<file path="src/mdr_pkg.sv">
// Shared types, constants and helpers of the mixture density relaxation block.
package mdr_pkg;

   // Fraction fields carried by one word, and the stream limit of the scheme
   localparam int MAX_MIX   = 2;
   localparam int NUM_FRAC  = 2;
   localparam int USED_MAX  = (MAX_MIX < NUM_FRAC) ? MAX_MIX : NUM_FRAC;

   // Datapath widths
   localparam int QUO_W  = 32;   // quotient bits of the reciprocal
   localparam int DEN_W  = 50;   // positive inverse density
   localparam int INV_W  = 51;   // signed inverse density
   localparam int PROD_W = 48;   // Q1.15 times Q16.16 product
   localparam int FSUM_W = 18;   // sum of the fraction fields
   localparam int NUM_DIV_CELLS = QUO_W;

   localparam logic [15:0] Q15_ONE    = 16'h8000;
   localparam logic [15:0] ROUND_HALF = 16'h4000;
   localparam logic [DEN_W-1:0] RECIP_NUM = DEN_W'(64'h0000_8000_0000_0000);

   // Configuration register indexes
   typedef enum logic [2:0] {
      CSR_MIXING_COUNT     = 3'd0,
      CSR_INV_DENSITY_0    = 3'd1,
      CSR_INV_DENSITY_1    = 3'd2,
      CSR_INV_DENSITY_REST = 3'd3,
      CSR_RELAX_FACTOR     = 3'd4,
      CSR_WALL_TYPE        = 3'd5,
      CSR_SKIP_WALLS       = 3'd6
   } csr_index_type;

   typedef struct packed {
      logic [15:0] mix_frac_0;
      logic [15:0] mix_frac_1;
      logic [31:0] old_density;
      logic [7:0]  cell_kind;
   } req_type;

   typedef struct packed {
      logic [31:0] relaxed_den;
      logic        density_error;
      logic        wall_kept;
   } rsp_type;

   typedef struct packed {
      logic [1:0]  mixing_count;
      logic [31:0] inv_density_0;
      logic [31:0] inv_density_1;
      logic [31:0] inv_density_rest;
      logic [15:0] relax_factor;
      logic [7:0]  wall_type;
      logic        skip_walls;
   } cfg_type;

   // Per-cell data that rides along the divider chain
   typedef struct packed {
      logic [31:0]       old_density;
      logic [PROD_W-1:0] old_prod;
      logic              err;
      logic              wall;
      logic              sat;
   } side_type;

   // One divider stage word
   typedef struct packed {
      logic              valid;
      side_type          side;
      logic [DEN_W-1:0]  d;
      logic [DEN_W-1:0]  r;
      logic [QUO_W-1:0]  nl;
      logic [QUO_W-1:0]  q;
   } div_type;

   // Relax factor clamped to one
   function automatic logic [15:0] clamp_relax(input logic [15:0] relax);
      clamp_relax = (relax > Q15_ONE) ? Q15_ONE : relax;
   endfunction

endpackage

</file>
<file path="src/mdr_blend.sv">
// Back stages: saturate the reciprocal, blend with old density, hold the result word.
module mdr_blend (
   input  logic             clock,
   input  logic             reset,
   input  logic             adv,
   input  mdr_pkg::div_type din,
   input  mdr_pkg::cfg_type cfg,
   output logic             rsp_valid,
   output mdr_pkg::rsp_type rsp_data
);

   logic [15:0]                 relax;
   logic [31:0]                 recip_den;
   logic                        b1_valid_ff;
   mdr_pkg::side_type           b1_side_ff;
   logic [mdr_pkg::PROD_W-1:0]  b1_prod_ff, b1_prod_in;

   logic [mdr_pkg::PROD_W:0]    acc;
   logic [33:0]                 blend;
   logic [31:0]                 blend_sat;
   logic                        rsp_valid_ff;
   mdr_pkg::rsp_type            rsp_ff, rsp_in;

   // Weight the local density by the relax factor
   always_comb begin
      relax      = mdr_pkg::clamp_relax(cfg.relax_factor);
      recip_den  = din.side.sat ? '1 : din.q;
      b1_prod_in = mdr_pkg::PROD_W'(relax) * mdr_pkg::PROD_W'(recip_den);
   end

   // Sum, round, saturate, and pick old density on error or wall
   always_comb begin
      acc       = (mdr_pkg::PROD_W+1)'(b1_prod_ff) +
                  (mdr_pkg::PROD_W+1)'(b1_side_ff.old_prod) +
                  (mdr_pkg::PROD_W+1)'(mdr_pkg::ROUND_HALF);
      blend     = acc[mdr_pkg::PROD_W:15];
      blend_sat = (|blend[33:32]) ? '1 : blend[31:0];
      rsp_in.relaxed_den   = (b1_side_ff.err || b1_side_ff.wall) ?
                             b1_side_ff.old_density : blend_sat;
      rsp_in.density_error = b1_side_ff.err;
      rsp_in.wall_kept     = b1_side_ff.wall;
   end

   always_ff @(posedge clock) begin
      if (reset) begin
         b1_valid_ff  <= 1'b0;
         rsp_valid_ff <= 1'b0;
      end else if (adv) begin
         b1_valid_ff  <= din.valid;
         rsp_valid_ff <= b1_valid_ff;
      end
   end

   always_ff @(posedge clock) begin
      if (adv) begin
         b1_side_ff <= din.side;
         b1_prod_ff <= b1_prod_in;
         rsp_ff     <= rsp_in;
      end
   end

   assign rsp_valid = rsp_valid_ff;
   assign rsp_data  = rsp_ff;

   // A word in the last stage reaches the output register when the pipe moves
   a_b1_to_out: assert property (@(posedge clock) disable iff (reset)
      adv && b1_valid_ff |=> rsp_valid_ff)
      else $error("word lost between blend stage and output");

endmodule
</file>
<file path="config.mk">
export PLATFORM = sky130hd
export DESIGN_NAME = mdr_blend
export DESIGN_NICKNAME = d
export VERILOG_FILES = /design/src/mdr_pkg.sv /design/src/mdr_blend.sv
export SDC_FILE = /design/constraint.sdc
export NUM_CORES = 1
export LEC_CHECK = 0
export BUFFER_PORTS_ARGS = -buffer_cell sky130_fd_sc_hd__buf_2
export CAP_MARGIN = 15
export CORE_ASPECT_RATIO = 0.9
export CORE_MARGIN = 1.5
export CORE_UTILIZATION = 35
export DETAILED_ROUTE_END_ITERATION = 10
export SYNTH_ARGS = -nofsm -noshare
export SYNTH_HDL_FRONTEND = slang
export SYNTH_SLANG_ARGS = --single-unit
</file>
<file path="constraint.sdc">
create_clock -name clock -period 11.35 [get_ports clock]
set_input_delay 1.135 -clock clock [delete_from_list [all_inputs] [get_ports clock]]
set_output_delay 1.135 -clock clock [all_outputs]
set_load 0.01 [all_outputs]
</file>
==> results.ini <==
[run_status]
status = completed

[synth]
synth_commonest_cells = inv_1 (462), fa_1 (418), nand2_1 (364)
syn-instance-count = 2599
ys.flop_type = edfxtp_1
synth-seq-cells = 166
yosys.area.top_type_share = 0.341
ys_async_sr_fraction = 0
syn_area_per_cell_um2 = 9.44
ys_types = 64
synth_area_leaders = fa_1 (34%), edfxtp_1 (20%), ha_1 (11%), inv_1 (7.1%), nand2_1 (5.6%)
ys_warn_count = 0
syn-cell-area_mm2 = 0.0245
synth_edf_count = 164
synth_nets = 3604
synth_largest_area_cell = fa_1
synth.most_common_cell = inv_1
yosysSeqAreaShare = 0.202

[die]
die_width_um = 282
die-area_mm2 = 0.0717
coreArea_mm2 = 0.0690
num_rows = 91
die_h_um = 254
io_pins = 409
start_util = 0.356

[cts]
root_buffer = clkbuf_16
path_clk_slew_ns = 0.07
cts_setup_buffers = 0
ctsResizeCount = 0
cts_buffers = 17
cts_tree = yes
clk_latency_ns = 0.43
clock_path_buffers = 2
cts_max_level = 4
cts_sinks = 166
ctsHoldBuffers = 0

[worst_setup_path]
crit_top_cell = fa_1
path_delay_family = adder cells
crit_arrival_ns = 9.43
critical_path_class = primary input to register
cp_max_fo = 22
slowest_stage = and2_1
max_stage_delay_ns = 0.97
cp-start-kind = primary input
cp.required_ns = 11.50
crit_buf_inv = 4
endpoint_kind = register

[placed_design]
globalplace.congestion = 0.894
numPortBuffers = 169
dp_hpwl_um = 54100
dpl_cell_area_mm2 = 0.0263

[timing]
max_clock_freq_mhz = 108
setup_viol = 0
finalHoldViolations = 0
whs_ns = 0.509
timing.final.max_slew_violations = 0
slew_headroom = 0.172
rsz0062_at_grt = no
fin_tns_setup_ns = 0
finClkSkew_ns = 0.0118
tightest_slew_ns = 1.24
period_needed_ns = 9.29
fin_crit_sh = 0.818

[global_routing]
grtUsageMet3 = 0.0591
antenna_found_initial = 11
overflow = 0
met1_usage = 0.269
grt_use_total = 0.192
grt_pass1_wl_um = 106000
first_global_vias = 18700
grt_start_max_net_pins = 109
grt_util_met2 = 0.291
top_usage_layer = met2

[drt]
drt_iter0_markers = 1345
drc = 0
routed_wirelength_um = 67300
vias_per_cell = 4.98
routedWlPerCell_um = 18.5
first_pass_iters = 6
vias = 18100
antenna_left = 0

[final_layout]
fin_nets = 3700
regArea_mm2 = 0.00496
area_growth_pct = 9.44
multi_input_area_mm2 = 0.0175
final.fill_count = 6965
final_cell_area_mm2 = 0.0269
layout-drive-gt1-share = 0.0982

[run]
drv_cap = 0

[min_path]
hold_class = register to register

[routing by layer]
| metal | vias up | part of all wire | wire, um |
|---|---|---|---|
| li1 | 8405 | - | - |
| met1 | 8901 | 0.45 | 30300 |
| met2 | 692 | 0.43 | 28800 |
| met3 | 95 | 0.10 | 6850 |
| met4 | 20 | 0.018 | 1220 |
| met5 | - | 0.0017 | 117 |
[layout make-up]
| class | count | area share |
|---|---|---|
| Multi-Input combinational cell | 1860 | 0.650 |
| Sequential cell | 166 | 0.185 |
| Inverter | 462 | 0.0646 |
| Tap cell | 930 | 0.0433 |
| Timing Repair Buffer | 188 | 0.0370 |
| Clock buffer | 19 | 0.0161 |
| Clock inverter | 13 | 0.00429 |
| Antenna cell | 2 | 0.000186 |
[cell families after synthesis]
| family | after synthesis | synth area share |
|---|---|---|
| XOR/XNOR | 66 | 0.0236 |
| adder cells (fa/ha/maj) | 631 | 0.450 |
| multiplexers | 7 | 0.00285 |
| AO/OA/AOI/OAI | 327 | 0.0883 |
| AND/OR/NAND/NOR | 829 | 0.146 |
| flip-flops | 166 | 0.202 |
| buffers and inverters | 573 | 0.0877 |
[per-stage QoR]
| stage | worst slack (ns) | std cells | util |
|---|---|---|---|
| 3_3_place_gp | 1.84 | 3606 | 0.381 |
| 5_1_grt | 1.61 | 3639 | 0.389 |
| 3_5_place_dp | 1.73 | 3606 | 0.381 |
| 2_1_floorplan | 3.54 | 2599 | - |
| 4_1_cts | 2.15 | 3638 | 0.389 |
| 6_report | 2.06 | 3640 | 0.389 |
[tightest hold or removal path, delay by kind of cell, from the launching register on]
family	cells	cell delay, ns
mux	1	0.06
simple gates	1	0.08
flops	1	0.33
[sequential cells by signal (all words and copies together), names as in the netlist]
signal / flops
rsp_data: 34
b1_side_ff: 82
b1_valid_ff: 1
b1_prod_ff: 48
rsp_valid: 1
[worst paths after layout]
check | depth (start not counted) | start | slack (ns) | to
setup / recovery | 25 | cfg[13] | 2.06 | b1_prod_ff[47]
hold reg to reg | 2 | rsp_valid | 0.51 | rsp_valid
hold / removal | 2 | rsp_valid | 0.51 | rsp_valid
setup reg to reg | 12 | b1_side_ff[14] | 7.25 | rsp_data[12]
[cells in the final DEF (no fill, tap or decap), types with 18 or more instances in the layout]
master | netlist | final
and2_1 | 37 | 39
o21ai_0 | 42 | 42
a21o_1 | 70 | 70
buf_4 | 0 | 19
nand4_1 | 18 | 18
edfxtp_1 | 164 | 164
nand2_1 | 364 | 364
fa_1 | 418 | 418
a21oi_1 | 108 | 108
xnor2_1 | 36 | 36
or2_2 | 34 | 34
xor2_1 | 30 | 30
ha_1 | 213 | 213
nor2_1 | 281 | 280
and3_1 | 19 | 19
inv_1 | 462 | 462
buf_2 | 2 | 168
Power is not shown: default switching activity piles up to over one toggle a cycle in this logic, so the estimate is an artifact.
