$ cat config.mk
export PLATFORM = sky130hd
export DESIGN_NAME = mdr_div_cell
export DESIGN_NICKNAME = d
export VERILOG_FILES = /design/src/mdr_pkg.sv /design/src/mdr_div_cell.sv
export SDC_FILE = /design/constraint.sdc
export NUM_CORES = 1
export LEC_CHECK = 0
export BUFFER_PORTS_ARGS = -buffer_cell sky130_fd_sc_hd__buf_2
export CAP_MARGIN = 10
export CORE_AREA = 2 2 195 197
export CTS_BUF_LIST = sky130_fd_sc_hd__clkbuf_8
export DETAILED_ROUTE_END_ITERATION = 8
export DIE_AREA = 0 0 197 199
export GPL_ROUTABILITY_DRIVEN = 1
export SKIP_CTS_REPAIR_TIMING = 1
export SYNTH_ARGS = -nofsm -noshare
export SYNTH_HDL_FRONTEND = slang
export SYNTH_SLANG_ARGS = --single-unit
$ cat constraint.sdc
create_clock -name clock -period 3.7 [get_ports clock]
set_input_delay 0.555 -clock clock [delete_from_list [all_inputs] [get_ports clock]]
set_output_delay 0.555 -clock clock [all_outputs]
set_load 0.02 [all_outputs]
$ cat src/mdr_pkg.sv
// Shared types, constants and helpers of the mixture density relaxation block.
package mdr_pkg;

   // Fraction fields carried by one word, and the stream limit of the scheme
   localparam int MAX_MIX   = 2;
   localparam int NUM_FRAC  = 2;
   localparam int USED_MAX  = (MAX_MIX < NUM_FRAC) ? MAX_MIX : NUM_FRAC;

   // Datapath widths
   localparam int QUO_W  = 32;   // quotient bits of the reciprocal
   localparam int DEN_W  = 50;   // positive inverse density
   localparam int INV_W  = 51;   // signed inverse density
   localparam int PROD_W = 48;   // Q1.15 times Q16.16 product
   localparam int FSUM_W = 18;   // sum of the fraction fields
   localparam int NUM_DIV_CELLS = QUO_W;

   localparam logic [15:0] Q15_ONE    = 16'h8000;
   localparam logic [15:0] ROUND_HALF = 16'h4000;
   localparam logic [DEN_W-1:0] RECIP_NUM = DEN_W'(64'h0000_8000_0000_0000);

   // Configuration register indexes
   typedef enum logic [2:0] {
      CSR_MIXING_COUNT     = 3'd0,
      CSR_INV_DENSITY_0    = 3'd1,
      CSR_INV_DENSITY_1    = 3'd2,
      CSR_INV_DENSITY_REST = 3'd3,
      CSR_RELAX_FACTOR     = 3'd4,
      CSR_WALL_TYPE        = 3'd5,
      CSR_SKIP_WALLS       = 3'd6
   } csr_index_type;

   typedef struct packed {
      logic [15:0] mix_frac_0;
      logic [15:0] mix_frac_1;
      logic [31:0] old_density;
      logic [7:0]  cell_kind;
   } req_type;

   typedef struct packed {
      logic [31:0] relaxed_den;
      logic        density_error;
      logic        wall_kept;
   } rsp_type;

   typedef struct packed {
      logic [1:0]  mixing_count;
      logic [31:0] inv_density_0;
      logic [31:0] inv_density_1;
      logic [31:0] inv_density_rest;
      logic [15:0] relax_factor;
      logic [7:0]  wall_type;
      logic        skip_walls;
   } cfg_type;

   // Per-cell data that rides along the divider chain
   typedef struct packed {
      logic [31:0]       old_density;
      logic [PROD_W-1:0] old_prod;
      logic              err;
      logic              wall;
      logic              sat;
   } side_type;

   // One divider stage word
   typedef struct packed {
      logic              valid;
      side_type          side;
      logic [DEN_W-1:0]  d;
      logic [DEN_W-1:0]  r;
      logic [QUO_W-1:0]  nl;
      logic [QUO_W-1:0]  q;
   } div_type;

   // Relax factor clamped to one
   function automatic logic [15:0] clamp_relax(input logic [15:0] relax);
      clamp_relax = (relax > Q15_ONE) ? Q15_ONE : relax;
   endfunction

endpackage

$ cat src/mdr_div_cell.sv
// One restoring-division cell: settles one quotient bit and passes the word on.
module mdr_div_cell (
   input  logic             clock,
   input  logic             reset,
   input  logic             adv,
   input  mdr_pkg::div_type din,
   output mdr_pkg::div_type dout
);

   logic [mdr_pkg::DEN_W:0]   r_sh;
   logic                      ge;
   mdr_pkg::div_type          dout_ff, dout_in;

   // Shift in the next numerator bit, subtract when it fits
   always_comb begin
      r_sh = {din.r, din.nl[mdr_pkg::QUO_W-1]};
      ge   = r_sh >= {1'b0, din.d};
      dout_in.valid = din.valid;
      dout_in.side  = din.side;
      dout_in.d     = din.d;
      dout_in.r     = ge ? mdr_pkg::DEN_W'(r_sh - {1'b0, din.d}) :
                           r_sh[mdr_pkg::DEN_W-1:0];
      dout_in.nl    = {din.nl[mdr_pkg::QUO_W-2:0], 1'b0};
      dout_in.q     = {din.q[mdr_pkg::QUO_W-2:0], ge};
   end

   // Hand the word to the next cell
   always_ff @(posedge clock) begin
      if (reset) begin
         dout_ff.valid <= 1'b0;
      end else if (adv) begin
         dout_ff.valid <= dout_in.valid;
      end
      if (adv) begin
         dout_ff.side <= dout_in.side;
         dout_ff.d    <= dout_in.d;
         dout_ff.r    <= dout_in.r;
         dout_ff.nl   <= dout_in.nl;
         dout_ff.q    <= dout_in.q;
      end
   end

   assign dout = dout_ff;

   // Partial remainder stays below the divisor for a live division
   a_rem_below_div: assert property (@(posedge clock) disable iff (reset)
      dout_ff.valid && !dout_ff.side.err && !dout_ff.side.sat |-> dout_ff.r < dout_ff.d)
      else $error("partial remainder not below divisor");

endmodule

==> flow_summary_export.csv, run 1 <==
group,metric,value,unit
setup_path,cp.arrival,3.61,ns
flow_run,cap_violations,0,
clock_network,cts.sinks,247,
die,die_h,199,µm
layout,drive_above_1_share,0.444,
placement,hpwl,32800,µm
die,io_pins,499,
synthesis,ys_warn_count,0,
clock_network,cts_buffer_depth,3,
grt,grt_antenna_before_repair,17,
route,first_iter_violations,473,
placement,numPortBuffers,496,
clock_network,cts_inserted_buffers,46,
layout,regArea,7410,µm²
placement,gp_congestion,0.869,
synthesis,yosysUniqueCellTypes,67,
grt,grt_pass1_wl,56600,µm
die,dieArea,39200,µm²
min_path,hold_path.class,"input pin to register",
timing,drv_slew,0,
timing,layout_setup_ws,0.555,ns
synthesis,syn_area_per_cell,13.2,µm²
timing,fin_crit_sh,0.850,
setup_path,reg2reg_from,"dout[247]",
layout,fin_cells,1943,
layout,final_cell_area,15600,µm²
route,avgRoutedWirePerCell,21.0,µm
clock_network,cts_tree,"done",
synthesis,yosysSeqAreaShare,0.658,
setup_path,path_class,"input pin to register",
clock_network,clkTransAtPathRegs,0.06,ns
timing,slew_headroom,0.502,
layout,largest_reg_flops,247,
timing,period_minus_slack,3.14,ns
placement,placed_cells,1856,
placement,place_area,14700,µm²
layout,finish.utilization,0.421,
power,ir_worst_vdd,0.239,mV
synthesis,synth.area.top_cells,"edfxtp_1, ha_1, a21oi_1",
clock_network,root_buffer,"clkbuf_8",
die,core,37100,µm²
grt,grt_max_degree,89,
layout,nFillCells,3575,
grt,grt_pass1_vias,9141,
synthesis,synth_area,11300,µm²
power,p_per_area,497,nW/µm²
synthesis,synth_top_cell_area_share,0.657,
synthesis,yosys_register_bits,247,
die,start_util,0.303,
clock_network,htreeDepth,2,
layout,final_nets,1732,
route,vias,9106,
synthesis,syn_nets,1153,
synthesis,synth_ff_type,"edfxtp_1",
route,drtAntennaViolNets,0,
timing,finalSetupTns,0,ns
min_path,min_from,"reset",
setup_path,cp_max_fo,4,
placement,dp_slack,-0.00453,ns
synthesis,synth_edf_count,246,
layout,multiInputGateArea,3410,µm²
timing,clock.fmax,0.318,GHz
route,dr.pass1.iters,6,
setup_path,worstSetupEndpointType,"register",
timing,rsz0062_at_grt,"false",
clock_network,insertion_delay,0.60,ns
timing,setup_violations,0,
die,placementRows,71,
timing,hold_viol,0,
route,via_per_inst,4.69,
route,drc,0,
layout,syn2layout_area_growth,38.8,%
synthesis,async_flop_share,0,
route,wl,40900,µm
timing,fin_skew,0,ns
setup_path,worstSetupStartpoint,"din[63]",
grt,track_usage,0.197,
grt,grt_remaining_overflow,0,
synthesis,synth_most_common_cell,"edfxtp_1",
run_status,outcome,"completed",
setup_path,cp-start-kind,"input pin",
synthesis,synth_top_area_cell,"edfxtp_1",
setup_path,cp.required,4.16,ns
synthesis,syn_inst,851,
power,leakagePower,6.98,nW
die,fp.dieW,197,µm
synthesis,synth_common_cells,"edfxtp_1, a21oi_1, nor2_1, inv_1, ha_1",
timing,tightest_slew,0.746,ns
## routing by layer
| layer | GRT usage | part of all wire | vias to the layer above |
|---|---|---|---|
| met5 | 0 | 0.0038 | - |
| met4 | 0.0588 | 0.023 | 24 |
| met3 | 0.0865 | 0.10 | 79 |
| met2 | 0.340 | 0.49 | 355 |
| met1 | 0.220 | 0.38 | 4315 |
| li1 | - | - | 4333 |
## layout make-up
class	instances	share of cell area
diodes	4	0.000641
clock buffers	46	0.0405
clock inverters	37	0.0161
inverters	63	0.0153
multi-input cells	506	0.219
flip-flops and latches	247	0.474
well taps	474	0.0380
repair buffers	566	0.196
## cells in the final DEF (no fill, tap or decap), types with 6 or more instances in the layout
master	count
buf_2	495
edfxtp_1	246
a21oi_1	91
inv_1	70
nor2_1	67
buf_4	66
ha_1	50
nand2_1	46
clkbuf_8	46
o21ai_0	29
xnor2_1	28
a21o_1	19
nand4_1	18
xor2_1	15
nor3_1	14
clkinv_1	13
nand3_1	11
mux2_4	11
o21bai_1	10
o21a_1	8
clkinv_2	8
o211ai_1	6
## worst paths after layout
| path | endpoint | slack, ns | cells after the start |
|---|---|---|---|
| max | dout[106] | 0.56 | 15 |
| min | dout[247] | 0.11 | 2 |
| max reg2reg | dout[247] | 3.12 | 2 |
| min reg2reg | dout[247] | 0.50 | 2 |
## critical path, stage by stage
cell	delay, ns
buf_2	0.11
inv_1	0.06
ha_1	0.16
inv_1	0.05
fa_1	0.40
a211oi_1	0.45
o211ai_1	0.16
nand2_1	0.20
o311a_1	0.22
nor2b_1	0.06
buf_4	0.15
o211ai_1	0.23
a21boi_0	0.17
or4_1	0.53
nand3b_1	0.10
## cell families after synthesis
kind of cell,after synthesis,share of synthesized area
xor gates and xnor gates,43,0.0335
adders and majority gates,51,0.0574
and+or+nand+nor,193,0.0810
other,1,0.000333
buffers and inverters,98,0.0383
DFF,247,0.658
muxes,14,0.0175
AOI/OAI and AO/OA,204,0.114
## power breakdown
group          total (mW)  internal [mW]  switching [mW]  leakage [nW]
combinational        1.69          0.643            1.04          4.08
sequential           3.47           3.40          0.0666          2.42
clock                2.60           1.38            1.22         0.478
## per-stage QoR
| step | total power [mW] | hold WS [ns] |
|---|---|---|
| after global placement | 5.21 | 0.477 |
| after detailed placement | 5.22 | 0.480 |
| after CTS | 7.88 | 0.0625 |
| after global routing | 8.09 | 0.0738 |
| final | 7.76 | 0.112 |
| after floorplan | 4.46 | 0.579 |
(Power assumes the default switching activity.)
==> inputs of run 2 (changes only) <==
--- a/config.mk
+++ b/config.mk
@@ -5,12 +5,13 @@
 export SDC_FILE = /design/constraint.sdc
 export NUM_CORES = 1
 export LEC_CHECK = 0
+export ABC_AREA = 1
 export BUFFER_PORTS_ARGS = -buffer_cell sky130_fd_sc_hd__buf_2
 export CAP_MARGIN = 10
-export CORE_AREA = 2 2 195 197
+export CORE_AREA = 2 2 193 195
 export CTS_BUF_LIST = sky130_fd_sc_hd__clkbuf_8
 export DETAILED_ROUTE_END_ITERATION = 8
-export DIE_AREA = 0 0 197 199
+export DIE_AREA = 0 0 195 197
 export GPL_ROUTABILITY_DRIVEN = 1
 export SKIP_CTS_REPAIR_TIMING = 1
 export SYNTH_ARGS = -nofsm -noshare
==> constraint.sdc (replaced) <==
create_clock -name clock -period 3.16 [get_ports clock]
set_input_delay 0.474 -clock clock [delete_from_list [all_inputs] [get_ports clock]]
set_output_delay 0.474 -clock clock [all_outputs]
set_load 0.02 [all_outputs]
==> flow_summary_export.csv, run 2 <==
group,metric,value,unit
run_status,outcome,"completed",
setup_path,worstSetupEndpointType,"register",
route,vias,11133,
power,leakagePower,8.55,nW
synthesis,synthAdderAreaFrac,0.0501,
placement,numPortBuffers,496,
power,p_per_area,532,nW/µm²
synthesis,synth_ff_type,"edfxtp_1",
timing,setup_violations,0,
synthesis,yosysUniqueCellTypes,38,
placement,gp_congestion,0.899,
die,start_util,0.356,
synthesis,syn_inst,1378,
grt,grt_antenna_before_repair,23,
placement,hpwl,39600,µm
timing,rsz0062_at_grt,"false",
layout,largest_reg_flops,247,
grt,grt_remaining_overflow,0,
synthesis,syn_nets,1680,
timing,hold_viol,0,
layout,syn2layout_area_growth,30.7,%
die,placementRows,70,
layout,final_common_cell,"buf_2",
timing,finalSetupTns,0,ns
setup_path,cp_max_fo,33,
grt,track_usage,0.246,
timing,slew_headroom,0.504,
setup_path,cp.required,3.47,ns
power,ir_worst_vdd,0.262,mV
synthesis,yosysSeqAreaShare,0.574,
clock_network,insertion_delay,0.57,ns
die,core,36300,µm²
synthesis,yosys.area_share.simple,0.231,
synthesis,yosys_register_bits,247,
synthesis,ys_warn_count,0,
synthesis,syn_area_per_cell,9.36,µm²
clock_network,cts.sinks,247,
synthesis,synth_top_cell_area_share,0.573,
synthesis,synth_compound_area_frac,0.0298,
route,dr.pass1.iters,5,
synthesis,synth_area,12900,µm²
layout,finish.utilization,0.465,
synthesis,synth_common_cells,"nand2_1, inv_1, edfxtp_1, nor2_1, ha_1",
timing,clock.fmax,0.447,GHz
route,drtAntennaViolNets,0,
die,io_pins,499,
timing,period_minus_slack,2.24,ns
synthesis,synth_most_common_cell,"nand2_1",
clock_network,cts_buffer_depth,3,
synthesis,synth.area.mux_share,0.000776,
synthesis,synth_xor_area_frac,0.0197,
grt,grt_max_degree,86,
placement,dp_slack,0.377,ns
timing,layout_setup_ws,0.921,ns
route,avgRoutedWirePerCell,19.7,µm
route,first_iter_violations,698,
die,dieArea,38400,µm²
synthesis,synth.area.top_cells,"edfxtp_1, nand2_1, inv_1",
min_path,hold_path.class,"input pin to register",
clock_network,cts_inserted_buffers,43,
grt,grt_pass1_vias,11220,
timing,fin_skew,0,ns
flow_run,cap_violations,0,
clock_network,clkTransAtPathRegs,0.06,ns
clock_network,cts_tree,"done",
layout,drive_above_1_share,0.323,
synthesis,synth_top_area_cell,"edfxtp_1",
synthesis,synth_edf_count,246,
synthesis,async_flop_share,0,
timing,fin_crit_sh,0.709,
timing,tightest_slew,0.743,ns
clock_network,root_buffer,"clkbuf_8",
grt,grt_pass1_wl,68800,µm
setup_path,cp.arrival,2.55,ns
layout,final_cell_mix,"buf_2, nand2_1, inv_1, edfxtp_1, nor2_1",
timing,drv_slew,0,
die,fp.dieW,195,µm
route,drc,0,
synthesis,synth_top_family_by_area,"simple AND/OR/NAND/NOR gates",
layout,final_nets,2218,
route,wl,48000,µm
setup_path,path_class,"input pin to register",
clock_network,htreeDepth,2,
die,die_h,197,µm
setup_path,cp-start-kind,"input pin",
route,via_per_inst,4.58,
## run 2: cell count changes in the layout (fill, tap and decap cells not counted), sizes merged, moves of 19 or more
cell   delta
a21o     -19
a21oi    -62
buf      -58
inv     +232
nand2   +413
nand3    +45
nor2     +32
xnor2    -28
## run 2: worst max-delay path: stages
cell     delay (ns)
buf_2          0.12
inv_1          0.09
ha_1           0.35
nand2_1        0.11
nor2_1         0.23
nand2_1        0.18
inv_2          0.09
nand2_1        0.09
inv_2          0.09
nand4_4        0.12
nand3_4        0.13
buf_4          0.33
o21ai_0        0.13
## run 2: routing by layer
metal | share of wire | routed length (µm) | global-route usage
met1 | 0.41 | 19500 | 0.299
met5 | 0.0025 | 120 | 0
met2 | 0.48 | 22900 | 0.417
met3 | 0.085 | 4050 | 0.0698
met4 | 0.030 | 1430 | 0.0882
## run 2: cell type report
| type | instances | area [µm²] |
|---|---|---|
| Antenna cell | 15 | 37.5 |
| Clock buffer | 43 | 592 |
| Clock inverter | 34 | 223 |
| Fill cell | 3655 | 19400 |
| Inverter | 291 | 1090 |
| Multi-Input combinational cell | 825 | 4270 |
| Sequential cell | 247 | 7410 |
| Tap cell | 468 | 586 |
| Timing Repair Buffer | 508 | 2650 |
## run 2: kinds of logic (layout without fill, tap and decap cells)
group / count (synthesis) / count (layout)
fa+ha+maj: 51 / 51
buf+inv: 306 / 876
flops: 247 / 247
simple gates: 677 / 677
other cells: 1 / 16
xor+xnor: 29 / 29
compound gates: 66 / 66
mux: 1 / 1
## run 2: path summary, 6_finish.rpt
path / start / end / slack (ns) / cells after the start
setup reg to reg: dout[247] / dout[247] / 2.54 / 2
hold / removal: reset / dout[247] / 0.05 / 2
hold reg to reg: dout[247] / dout[247] / 0.52 / 2
setup / recovery: din[137] / dout[76] / 0.92 / 13
## run 2: where the power goes
| part | switching [mW] | internal [mW] | leakage, nW |
|---|---|---|---|
| clock network | 1.35 | 1.52 | 0.462 |
| registers | 0.0748 | 3.97 | 2.41 |
| logic | 1.40 | 0.656 | 5.67 |
## run 2: through the flow
step | instance area [µm²] | total power [mW] | std cells | hold WS [ns]
after floorplan | 12900 | 5.31 | 1378 | 0.546
after global placement | 16000 | 6.17 | 2339 | 0.478
after detailed placement | 16000 | 6.18 | 2339 | 0.503
after CTS | 16800 | 9.10 | 2416 | 0.00735
after global routing | 16800 | 9.42 | 2420 | 0.0216
final | 16900 | 8.97 | 2431 | 0.0522
==> inputs of run 3 (changes only) <==
==> constraint.sdc (replaced) <==
create_clock -name clock -period 2.15 [get_ports clock]
set_input_delay 0.3225 -clock clock [delete_from_list [all_inputs] [get_ports clock]]
set_output_delay 0.3225 -clock clock [all_outputs]
set_load 0.02 [all_outputs]
==> flow_summary_export.csv, run 3 (synthesized netlist as in run 2, its figures left out) <==
group,metric,value,unit
setup_path,cp_max_fo,4,
die,placementRows,70,
setup_path,cp.required,2.52,ns
layout,final_cell_mix,"buf_2, nand2_1, inv_1, edfxtp_1, dlygate4sd3_1",
setup_path,crit_path_cell_trace,"buf_2 -> inv_1 -> ha_1 -> nand2_1 -> nor2_1 -> inv_2 -> nor2_1 -> nand3_1 -> nand3_1 -> nand2_1 -> nand2_1 -> nand2_1 -> nand3_2 -> nand2_1",
grt,grt-busiest-layer,"met2",
placement,numPortBuffers,496,
layout,drive_above_1_share,0.349,
placement,gp_congestion,0.937,
min_path,hold_path_depth,2,
timing,drv_slew,0,
route,vias,12551,
min_path,min_from,"din[142]",
timing,rsz0062_at_grt,"false",
placement,place_area,17400,µm²
die,die_h,197,µm
die,io_pins,499,
clock_network,root_buffer,"clkbuf_8",
timing,hold_viol,0,
min_path,hold_path.class,"input pin to register",
layout,finish.utilization,0.556,
route,dr.pass1.iters,6,
min_path,hold-path-endpoint,"dout[142]",
power,power,14.1,mW
timing,clock.fmax,0.502,GHz
setup_path,r2r_cells,3,
grt,grt_pass1_wl,72400,µm
grt,grt_remaining_overflow,0,
setup_path,path_class,"input pin to register",
setup_path,worstSetupEndpointType,"register",
grt,grt_antenna_before_repair,7,
grt,met2_usage,0.436,
setup_path,cp.arrival,2.36,ns
layout,final_cell_area,20100,µm²
setup_path,cpPeakStageDelay,0.35,ns
flow_run,cap_violations,0,
setup_path,critPathSlowestCell,"ha_1",
timing,setup_violations,0,
setup_path,r2r_end,"dout[247]",
route,via_per_inst,4.50,
die,dieArea,38400,µm²
route,drc,0,
clock_network,cts_buffer_depth,3,
power,p_per_area,699,nW/µm²
route,first_iter_violations,634,
layout,final_common_cell,"buf_2",
grt,grt_pass1_vias,11789,
timing,fin_crit_sh,0.926,
route,wl,53600,µm
timing,period_minus_slack,1.99,ns
setup_path,crit_top_cell,"nand2_1",
grt,track_usage,0.258,
clock_network,cts.sinks,247,
clock_network,cts_inserted_buffers,45,
layout,syn2layout_area_growth,56.2,%
clock_network,insertion_delay,0.60,ns
layout,largest_reg_flops,247,
clock_network,cts_tree,"done",
route,avgRoutedWirePerCell,19.2,µm
power,ir_worst_vdd,0.457,mV
setup_path,cp-start-kind,"input pin",
die,core,36300,µm²
setup_path,r2r_setup_slack,1.01,ns
grt,met1_usage,0.320,
power,leakagePower,10.2,nW
route,drtAntennaViolNets,0,
grt,gr-usage-met3,0.0710,
die,fp.dieW,195,µm
die,start_util,0.356,
setup_path,reg2reg_from,"dout[247]",
layout,final_nets,2592,
clock_network,htreeDepth,2,
timing,fin_skew,0,ns
layout,nFillCells,3340,
placement,hpwl,41600,µm
grt,grt_max_degree,44,
clock_network,clkTransAtPathRegs,0.07,ns
run_status,outcome,"completed",
run 3: changes by cell type in the layout (fill, tap and decap cells not counted):
cell	before	now
dlygate4sd3_1	0	195
buf_4	7	182
diode_2	15	2
clkinv_1	12	9
buf_12	5	7
clkbuf_8	43	45
clkinv_2	4	5
clkinvlp_4	1	0
inv_1	284	283
inv_8	1	2
run 3: worst max path at each step:
stage	from	endpoint	slack (ns)	depth (start not counted)
detailed placement	din[136]	dout[103]	-0.42	14
finish	din[136]	dout[103]	0.16	14
floorplan	din[139]	dout[113]	0.0002	14
CTS	din[136]	dout[103]	0.25	14
global route	din[136]	dout[103]	0.05	14
global placement	din[134]	dout[103]	-0.51	14
run 3: stage by stage:
| step | cells | hold WS (ns) | worst slack, ns | setup TNS [ns] |
|---|---|---|---|---|
| after floorplan | 1378 | 0.395 | 0.000215 | 0 |
| after global placement | 2516 | 0.476 | -0.509 | -17.66 |
| after detailed placement | 2516 | 0.490 | -0.417 | -16.90 |
| after CTS | 2592 | -0.164 | 0.245 | 0 |
| after global routing | 2788 | -0.0262 | 0.0472 | 0 |
| final | 2789 | 0.00973 | 0.159 | 0 |
run 3: routing by layer:
metal	wire [µm]	part of all wire
met1	22100	0.41
met2	25600	0.48
met3	4020	0.075
met4	1880	0.035
met5	75	0.0014
run 3: worst max-delay path: cells and delay by family:
family,cells,cell delay [ns]
buffers and inverters,3,0.29
AND/OR/NAND/NOR,10,1.38
adder cells (fa/ha/maj),1,0.35
run 3: area by class of cell:
cell class / count / area (µm²) / share of cell area
diodes: 2 / 5.00 / 0.000248
multi-input cells: 825 / 4270 / 0.212
clock inverters: 31 / 216 / 0.0107
flip-flops and latches: 247 / 7410 / 0.368
clock buffers: 45 / 619 / 0.0307
repair buffers: 880 / 5950 / 0.295
well taps: 468 / 586 / 0.0291
inverters: 291 / 1090 / 0.0542
run 3: power by group:
part	switching (mW)	total, mW	internal [mW]
Sequential	0.146	5.99	5.84
Combinational	2.22	3.72	1.49
Clock	2.06	4.38	2.31
